--- src/hdl/trdm_ram.sv ---
// ----------------------------------------------------------------------------
// trdm_ram
// Generic single-write, single-read memory with registered read data.
// ----------------------------------------------------------------------------
module trdm_ram #(
    parameter int WIDTH = 8,
    parameter int DEPTH = 16
) (
    input  logic                     i_clk,
    input  logic                     i_we,
    input  logic [$clog2(DEPTH)-1:0] i_waddr,
    input  logic [WIDTH-1:0]         i_wdata,
    input  logic [$clog2(DEPTH)-1:0] i_raddr,
    output logic [WIDTH-1:0]         o_rdata
);

    logic [WIDTH-1:0] r_mem [DEPTH];

    // write port
    always_ff @(posedge i_clk) begin
        if (i_we) begin
            r_mem[i_waddr] <= i_wdata;
        end
    end

    // registered read port
    always_ff @(posedge i_clk) begin
        o_rdata <= r_mem[i_raddr];
    end

endmodule

--- config.mk ---
export PLATFORM = sky130hd
export DESIGN_NAME = trdm_ram
export DESIGN_NICKNAME = d
export VERILOG_FILES = /design/src/hdl/trdm_ram.sv
export SDC_FILE = /design/constraint.sdc
export NUM_CORES = 1
export LEC_CHECK = 0
export ABC_AREA = 1
export BUFFER_PORTS_ARGS = -buffer_cell sky130_fd_sc_hd__buf_2
export CELL_PAD_IN_SITES_DETAIL_PLACEMENT = 0
export CELL_PAD_IN_SITES_GLOBAL_PLACEMENT = 1
export CORE_ASPECT_RATIO = 1.5
export CORE_MARGIN = 1.5
export CORE_UTILIZATION = 52
export DETAILED_ROUTE_END_ITERATION = 7
export PLACE_DENSITY_LB_ADDON = 0.1
export SLEW_MARGIN = 20
export SYNTH_ARGS = -nofsm -noshare
export SYNTH_HDL_FRONTEND = slang
export SYNTH_SLANG_ARGS = --single-unit
--- constraint.sdc ---
create_clock -name i_clk -period 2.7 [get_ports i_clk]
set_input_delay 0.405 -clock i_clk [delete_from_list [all_inputs] [get_ports i_clk]]
set_output_delay 0.405 -clock i_clk [all_outputs]
set_load 0.05 [all_outputs]
* Word level (Yosys, flattened, before mapping)
Memory sizes are Yosys's and may differ from the RTL's. A register that Yosys moved wholly into a read port is not among the register bits.
Cells that the tools add are included.
** Operators by class
- Shift-type cells :: 0
- $mul :: 0
- Divide/modulo/power cells :: 0
- Reduce and logical (&&, ||, !) cells :: 0
- Add/subtract/negate cells :: 0
- Equal/unequal tests :: 0
- $lt $le $gt $ge :: 0
- Mux-type cells :: 2
- Bitwise logic cells :: 0
** Operators with widths (count)
- two-way mux 1 bit :: 2
** Storage, ports and cells
- ROM bits :: 0
- Bits in writable memories :: 128
- Flip-flop bits (word level) :: 0
- Latch bits :: 0
- Memories :: 1
- Word-level logic and storage cells :: 3
- Input port bits :: 18
- Output and inout port bits :: 8
** Memory list
- r_mem :: words 16, bits a word 8, read ports 1, clocked after Yosys merged registers in 1, write ports 1, RTL line 17 : logic [WIDTH-1:0] r_mem [DEPTH];

* Depth between registers and ports, before layout
Gate-level depths: netlist (run 1).
- Depth after elaboration :: 2
- Depth in mapped cells :: 8
- Gate-level depth less buffers :: 7

* Worst setup path after synthesis (run 1)
No wires, ideal clock.
- Path kind :: input to register
- Start :: in i_waddr[2]
- End :: mem r_mem[10][0] (enable)
- Setup slack :: 1.344 ns
- Cell stages on the path :: 2
- Buffers on the path :: 0
- Library setup time :: 0.370 ns
- Data required time :: 2.330 ns
- Data arrival time :: 0.986 ns
- Cells stage by stage :: nand3b_1 > nor2_1
** RTL lines
- from (decl) :: RTL line 11 : input logic [$clog2(DEPTH)-1:0] i_waddr,
- to (decl) :: RTL line 17
Straight into the memory's write port.

* Worst setup path in the final report (run 1)
- Start :: reg o_rdata[1] (read register of r_mem)
- End :: out o_rdata[1]
** RTL lines
- from (decl) :: RTL line 14 : output logic [WIDTH-1:0] o_rdata
No word-level cell between the ends.

==> flow_summary.json, run 1 <==
{
  "clock_latency_ns": 0.41,
  "grt_pass1_vias": 3478,
  "cp_top_family": "flip-flops",
  "period_needed_ns": 1.47,
  "arrival_ns": 1.07,
  "start_kind": "register",
  "synth.distinct_cells": 12,
  "die_w_um": 89.0,
  "critPathMaxStageDelay_ns": 0.37,
  "leakagePower_nw": 2.83,
  "grt-ovfl-total": 0,
  "rows": 46,
  "numPortBuffers": 25,
  "max_cap_viol_count": 0,
  "switching_share_pct": 21.4,
  "antenna_found_initial": 0,
  "post-dp-hpwl_mm": 7.72,
  "cts_sinks": 136,
  "dr.pass1.iters": 4,
  "endpoint_kind": "output pin",
  "die_y_um": 132,
  "hold_violations": 0,
  "avgRoutedWirePerCell_um": 17.2,
  "htreeDepth": 4,
  "ant_nets": 0,
  "n_antenna_cell": 0,
  "ys_ff_latch": 136,
  "final_common_cell": "nand2_1",
  "via_per_inst": 4.94,
  "cts_tree": "built",
  "mostFrequentLayoutCells": "173 x nand2_1, 128 x edfxtp_1, 100 x inv_1",
  "cts_resized": 0,
  "cp_num_buf_inv": 1,
  "clock-skew-final_ns": 0.00689,
  "combPwrFrac_pct": 6.4,
  "cts_hold_repair.buffers": 0,
  "p_per_area_nw_per_um2": 770,
  "syn_area_um2": 5770,
  "path_cells": "buf_2",
  "drt_iter0_markers": 182,
  "yosys_warnings": 0,
  "syn_avg_cell_area_um2": 10.5,
  "drc": 0,
  "p_int_mw": 3.97,
  "max_clock_freq_mhz": 679,
  "synthCells": 551,
  "max_slew_margin_pct": 45.8,
  "status": "completed",
  "path_clk_slew_ns": 0.05,
  "cp.required_ns": 2.30,
  "ioPinCount": 26,
  "hold_path.class": "primary input to register",
  "gp_congestion": 0.795,
  "yosysSeqAreaShare_pct": 69.4,
  "cts_setup_buffers": 0,
  "cts_max_path_buffers": 2,
  "tns_ns": 0,
  "root_buffer": "clkbuf_16",
  "syn_nets": 569,
  "seq_power_share_pct": 47.1,
  "drive_above_1_share_pct": 9.88,
  "core-area_um2": 10700,
  "rsz0062_at_grt": "no",
  "clkPwrFrac_pct": 46.5,
  "slowest_stage": "dfxtp_1",
  "die_area_um2": 11700,
  "crit_fanout": 1,
  "holdWs_ns": 0.365,
  "drt_wl_total_mm": 12.5,
  "tightest_slew_ns": 0.811,
  "finalNetCount": 592,
  "vias": 3611,
  "layout_worst_path_cycle_share_pct": 54.6,
  "worstSetupPathType": "register to output pin",
  "grt_max_degree": 65,
  "start_util_pct": 53.9,
  "max-vdd-ir-drop_mv": 0.648,
  "area_growth_pct": 13.6,
  "p_switching_mw": 1.08,
  "setup_violations": 0,
  "track_usage_pct": 23.5,
  "cts_buffers": 17,
  "slew_violations": 0,
  "grt_pass1_wl_mm": 19.1
}
==> path summary, 6_finish.rpt <==
check                         startpoint                 end  slack, ns  cells past startpoint
setup / recovery      o_rdata[1]$_DFF_P_          o_rdata[1]       1.23                      1
hold / removal                i_raddr[3]  o_rdata[6]$_DFF_P_       0.37                      3
setup reg to reg   r_mem[1][0]$_DFFE_PP_  o_rdata[0]$_DFF_P_       1.63                      6
hold reg to reg   r_mem[12][5]$_DFFE_PP_  o_rdata[5]$_DFF_P_       0.67                      6
==> power groups by stage <==
stage                     combinational [mW]  clock, mW  sequential (mW)
after detailed placement               0.326          0             2.42
final                                  0.321       2.35             2.38
after global placement                 0.323          0             2.42
after floorplan                        0.167          0             2.46
after global routing                   0.357       2.46             2.38
after CTS                              0.327       2.37             2.38
==> worst min-delay path, delay by kind of cell <==
family                 cells  cell delay, ns
buffers and inverters      1            0.17
AND/OR/NAND/NOR            2            0.14
==> kinds of logic (layout without fill, tap and decap cells) <==
group	Yosys count	after routing	synth area share, %
flops	136	136	69.4
simple gates	289	289	21.0
buf+inv	126	162	9.52
==> metrics by stage <==
stage                     cells  total power, mW  utilization, %  area [um2]  setup WS [ns]
after detailed placement    699             2.75            55.5        5940          0.855
after global routing        731             5.20            61.2        6550           1.17
after global placement      699             2.74            55.5        5940          0.878
after CTS                   731             5.08            61.2        6550           1.20
after floorplan             551             2.63               -        5770           1.34
final                       731             5.04            61.2        6550           1.23
==> state kept, by name, indices dropped and copies added, names as in the netlist <==
name     count
o_rdata      8
r_mem      128
==> cell usage after synthesis <==
master	n	share of area, %
nand3_1	97	8.4
edfxtp_1	128	67
nand2_1	173	11
buf_2	13	1.1
nor2_1	17	1.1
nand3b_1	2	0.26
buf_1	1	0.065
inv_1	100	6.5
dfxtp_1	8	2.8
buf_4	4	0.52
inv_2	2	0.13
buf_6	6	1.2
==> metal layers <==
| metal | GRT usage [%] | wire length (um) | share of wire (%) |
|---|---|---|---|
| met2 | 39.0 | 6670 | 53 |
| met3 | 3.76 | 491 | 3.9 |
| met1 | 30.5 | 5130 | 41 |
| met5 | 0 | 0 | 0 |
| met4 | 9.74 | 259 | 2.1 |
==> area by class of cell <==
cell class | instances | area, um2
Clock inverter | 15 | 183
Multi-Input combinational cell | 289 | 1210
Clock buffer | 17 | 425
Tap cell | 144 | 180
Timing Repair Buffer | 28 | 160
Sequential cell | 136 | 4000
Inverter | 102 | 383
Fill cell | 933 | 4160
No activity file was read; power rests on OpenSTA's default activity.
==> run 2, diff against run 1 <==
- CORE_UTILIZATION: 52 -> 49
- clock period: 2.7 -> 1.5 ns (I/O delays scaled with it)
==> flow_summary.json, run 2 (synthesis results as in run 1) <==
{
  "status": "completed",
  "die_area_um2": 12400,
  "n_antenna_cell": 0,
  "critPathMaxStageDelay_ns": 0.35,
  "clock-skew-final_ns": 0.00789,
  "path_clk_slew_ns": 0.05,
  "max_cap_viol_count": 0,
  "rows": 48,
  "grt_pass1_wl_mm": 20.4,
  "largest_register_ff_count": 128,
  "crit_fanout": 1,
  "rsz0062_at_grt": "no",
  "drt_iter0_markers": 203,
  "core-area_um2": 11500,
  "drive_above_1_share_pct": 12.8,
  "antenna_found_initial": 0,
  "avgRoutedWirePerCell_um": 17.6,
  "clock_latency_ns": 0.41,
  "root_buffer": "clkbuf_16",
  "grt_max_degree": 65,
  "slowest_stage": "dfxtp_1",
  "ant_nets": 0,
  "start_kind": "register",
  "vias": 3781,
  "hold_violations": 0,
  "cp_top_family": "flip-flops",
  "track_usage_pct": 23.0,
  "cts_tree": "built",
  "numPortBuffers": 25,
  "area_growth_pct": 16.1,
  "start_util_pct": 50.3,
  "cp_num_buf_inv": 1,
  "drt_wl_total_mm": 13.3,
  "tns_ns": 0,
  "gp_congestion": 0.814,
  "mostFrequentLayoutCells": "173 x nand2_1, 128 x edfxtp_1, 100 x inv_1",
  "fin_total_pwr_mw": 8.73,
  "dr.pass1.iters": 4,
  "max_slew_margin_pct": 71.7,
  "hold_path.class": "primary input to register",
  "grt_pass1_vias": 3722,
  "p_per_area_nw_per_um2": 1300,
  "arrival_ns": 1.02,
  "cts_hold_repair.buffers": 0,
  "final_common_cell": "nand2_1",
  "fillers": 980,
  "worst-r2r-setup-slack_ns": 0.49,
  "max_clock_freq_mhz": 801,
  "fin_ws_ns": 0.252,
  "place_ws_ns": 0.179,
  "layout_worst_path_cycle_share_pct": 83.2,
  "cts_resized": 0,
  "die_y_um": 136,
  "max-vdd-ir-drop_mv": 1.16,
  "worstSetupPathType": "register to output pin",
  "regMostFlops": "r_mem",
  "htreeDepth": 4,
  "post-dp-hpwl_mm": 8.44,
  "ioPinCount": 26,
  "leakagePower_nw": 2.93,
  "top_regs": "r_mem x128, o_rdata x8",
  "endpoint_kind": "output pin",
  "finalNetCount": 614,
  "cp.required_ns": 1.27,
  "slew_violations": 0,
  "cts_max_path_buffers": 2,
  "cts_buffers": 17,
  "via_per_inst": 4.99,
  "tightest_slew_ns": 0.425,
  "drc": 0,
  "grt-ovfl-total": 0,
  "die_w_um": 91.6,
  "cts_sinks": 136,
  "setup_violations": 0,
  "path_cells": "buf_2",
  "cts_setup_buffers": 0,
  "period_needed_ns": 1.25
}
run 2: cell count changes in the layout (fill, tap and decap cells not counted):
cell / delta
buf_12: +3
buf_4: +19
bufinv_16: -2
clkbuf_1: +3
clkinv_1: -2
clkinv_2: +2
clkinv_4: -1
inv_6: -1
run 2: final timing paths:
check                               from  depth (start not counted)                 end
hold reg to reg   r_mem[11][3]$_DFFE_PP_                          6  o_rdata[3]$_DFF_P_
setup / recovery      o_rdata[2]$_DFF_P_                          1          o_rdata[2]
setup reg to reg   r_mem[3][7]$_DFFE_PP_                          6  o_rdata[7]$_DFF_P_
hold / removal                i_raddr[2]                          4  o_rdata[6]$_DFF_P_
run 2: area by class of cell:
type	instances	area, um2	share of cell area (%)
Sequential cell	136	4000	59.8
Multi-Input combinational cell	289	1210	18.1
Clock buffer	20	437	6.52
Inverter	102	383	5.72
Timing Repair Buffer	50	363	5.42
Tap cell	150	188	2.80
Clock inverter	11	108	1.61
run 2: report_power, final:
| part | switching (mW) | internal, mW | total [mW] |
|---|---|---|---|
| combinational | 0.452 | 0.169 | 0.622 |
| sequential | 0.0280 | 4.25 | 4.28 |
| clock | 1.42 | 2.40 | 3.83 |
| total | 1.90 | 6.82 | 8.73 |
run 2: through the flow:
stage	util, %	area (um2)	hold WS [ns]	std cells
4_1_cts	58.4	6700	0.206	758
3_5_place_dp	53.6	6150	0.623	727
5_1_grt	58.4	6700	0.231	758
3_3_place_gp	53.6	6150	0.618	727
6_report	58.4	6700	0.221	758
2_1_floorplan	-	5770	0.324	551
run 2: layer usage:
metal | vias to the layer above | wire length (um) | global-route usage, % | share of wire [%]
met2 | 84 | 7060 | 39.9 | 53
li1 | 1858 | - | - | -
met3 | 20 | 470 | 4.08 | 3.5
met5 | - | 0 | 0 | 0
met1 | 1819 | 5460 | 27.9 | 41
met4 | 0 | 327 | 10.6 | 2.5
==> run 3, diff against run 2 <==
- clock period: 1.5 -> 1.2 ns (I/O delays scaled with it)
==> flow_summary.json, run 3 (synthesis results as in run 1) <==
{
  "regMostFlops": "r_mem",
  "area_growth_pct": 17.6,
  "die_area_um2": 12400,
  "max_slew_margin_pct": 71.1,
  "cts_resized": 5,
  "cts_setup_buffers": 0,
  "hold_violations": 0,
  "worstSetupPathType": "register to output pin",
  "cts_buffers": 17,
  "r2r_cells": 6,
  "mostFrequentLayoutCells": "173 x nand2_1, 128 x edfxtp_1, 100 x inv_1",
  "drc": 0,
  "drive_above_1_share_pct": 14.1,
  "grt_pass1_vias": 3712,
  "path_cells": "buf_2",
  "core-area_um2": 11500,
  "cp_num_buf_inv": 1,
  "drt_wl_total_mm": 13.2,
  "slew_violations": 0,
  "slowest_stage": "dfxtp_1",
  "crit_cells": 1,
  "crit_start": "o_rdata[1]$_DFF_P_",
  "cts_sinks": 136,
  "track_usage_pct": 23.0,
  "setup_violations": 0,
  "cts_hold_repair.buffers": 0,
  "antenna_found_initial": 0,
  "p_int_mw": 8.37,
  "start_util_pct": 50.3,
  "place_area_um2": 6230,
  "design_area_um2": 6780,
  "clkPwrFrac_pct": 43.1,
  "arrival_ns": 0.98,
  "ant_nets": 0,
  "tightest_slew_ns": 0.434,
  "leakagePower_nw": 2.96,
  "p_switching_mw": 2.46,
  "rows": 48,
  "root_buffer": "clkbuf_16",
  "clock-skew-final_ns": 0.00518,
  "hp-start": "i_wdata[1]",
  "numPortBuffers": 25,
  "avgRoutedWirePerCell_um": 17.3,
  "max_cap_viol_count": 0,
  "start_kind": "register",
  "path_clk_slew_ns": 0.06,
  "clock_latency_ns": 0.40,
  "ioPinCount": 26,
  "seq_power_share_pct": 49.4,
  "die_y_um": 136,
  "cp.required_ns": 1.02,
  "final_common_cell": "nand2_1",
  "holdWs_ns": 0.192,
  "crit_fanout": 1,
  "status": "completed",
  "switching_share_pct": 22.7,
  "n_antenna_cell": 0,
  "via_per_inst": 4.96,
  "cts_max_path_buffers": 2,
  "top_regs": "r_mem x128, o_rdata x8",
  "grt_pass1_wl_mm": 20.3,
  "largest_register_ff_count": 128,
  "max-vdd-ir-drop_mv": 1.04,
  "finalNetCount": 621,
  "dr.pass1.iters": 5,
  "max_clock_freq_mhz": 862,
  "grt-ovfl-total": 0,
  "endpoint_kind": "output pin",
  "grt_max_degree": 33,
  "drt_iter0_markers": 175,
  "die_w_um": 91.6,
  "hold_path.class": "primary input to register",
  "layout_worst_path_cycle_share_pct": 96.6,
  "combPwrFrac_pct": 7.5,
  "cp_top_family": "flip-flops",
  "vias": 3802,
  "period_needed_ns": 1.16,
  "post-dp-hpwl_mm": 8.55,
  "critPathMaxStageDelay_ns": 0.32,
  "p_per_area_nw_per_um2": 1600,
  "holdPathStages": 1,
  "gp_congestion": 0.823,
  "r2r_start": "r_mem[7][1]$_DFFE_PP_",
  "rsz0062_at_grt": "no",
  "cts_tree": "built",
  "htreeDepth": 4
}
[run 3: changes by cell type in the layout (fill, tap and decap cells not counted), sizes merged]
cell,before,now
buf,50,57
bufinv,2,1
clkbuf,20,18
clkinv,7,8
clkinvlp,2,4
inv,102,103
[run 3: worst register-to-register path, cell delays in order (launching register included)]
cell and delay [ns]:
edfxtp_1 0.36, inv_1 0.06, nand2_1 0.04, nand3_1 0.08, nand3_1 0.18, nand3_1 0.17, nand2_1 0.06
[run 3: area by class of cell]
class                   count  area, um2
fillers                   983       4690
inverters                 102        383
flip-flops and latches    136       4000
well taps                 150        188
repair buffers             57        453
clock inverters            14        109
multi-input cells         289       1210
clock buffers              18        429
[run 3: stage by stage]
stage / setup TNS (ns) / setup slack, ns / instances / power, mW / util [%]
6_report: 0 / 0.0405 / 766 / 10.8 / 59.1
5_1_grt: 0 / 0.00340 / 766 / 11.2 / 59.1
4_1_cts: 0 / 0.0127 / 766 / 10.9 / 59.1
3_5_place_dp: -0.609 / -0.104 / 734 / 6.26 / 54.3
3_3_place_gp: -0.521 / -0.0962 / 734 / 6.25 / 54.3
2_1_floorplan: 0 / 0.0692 / 551 / 5.92 / -
[run 3: final timing paths]
| path | endpoint | slack, ns |
|---|---|---|
| max | o_rdata[1] | 0.04 |
| min | r_mem[0][1]$_DFFE_PP_ | 0.19 |
| max reg2reg | o_rdata[1]$_DFF_P_ | 0.14 |
| min reg2reg | o_rdata[7]$_DFF_P_ | 0.65 |
[run 3: power groups by stage]
stage	sequential (mW)	combinational, mW	clock (mW)
4_1_cts	5.35	0.826	4.72
6_report	5.35	0.815	4.67
2_1_floorplan	5.54	0.375	0
5_1_grt	5.36	0.895	4.90
3_5_place_dp	5.45	0.812	0
3_3_place_gp	5.45	0.806	0
[run 3: metal layers]
layer | track usage, % | up-vias | wire, um
li1 | - | 1874 | -
met1 | 26.8 | 1810 | 5340
met2 | 41.2 | 97 | 7040
met3 | 4.19 | 21 | 474
met4 | 10.2 | 0 | 386
met5 | 0 | - | 0
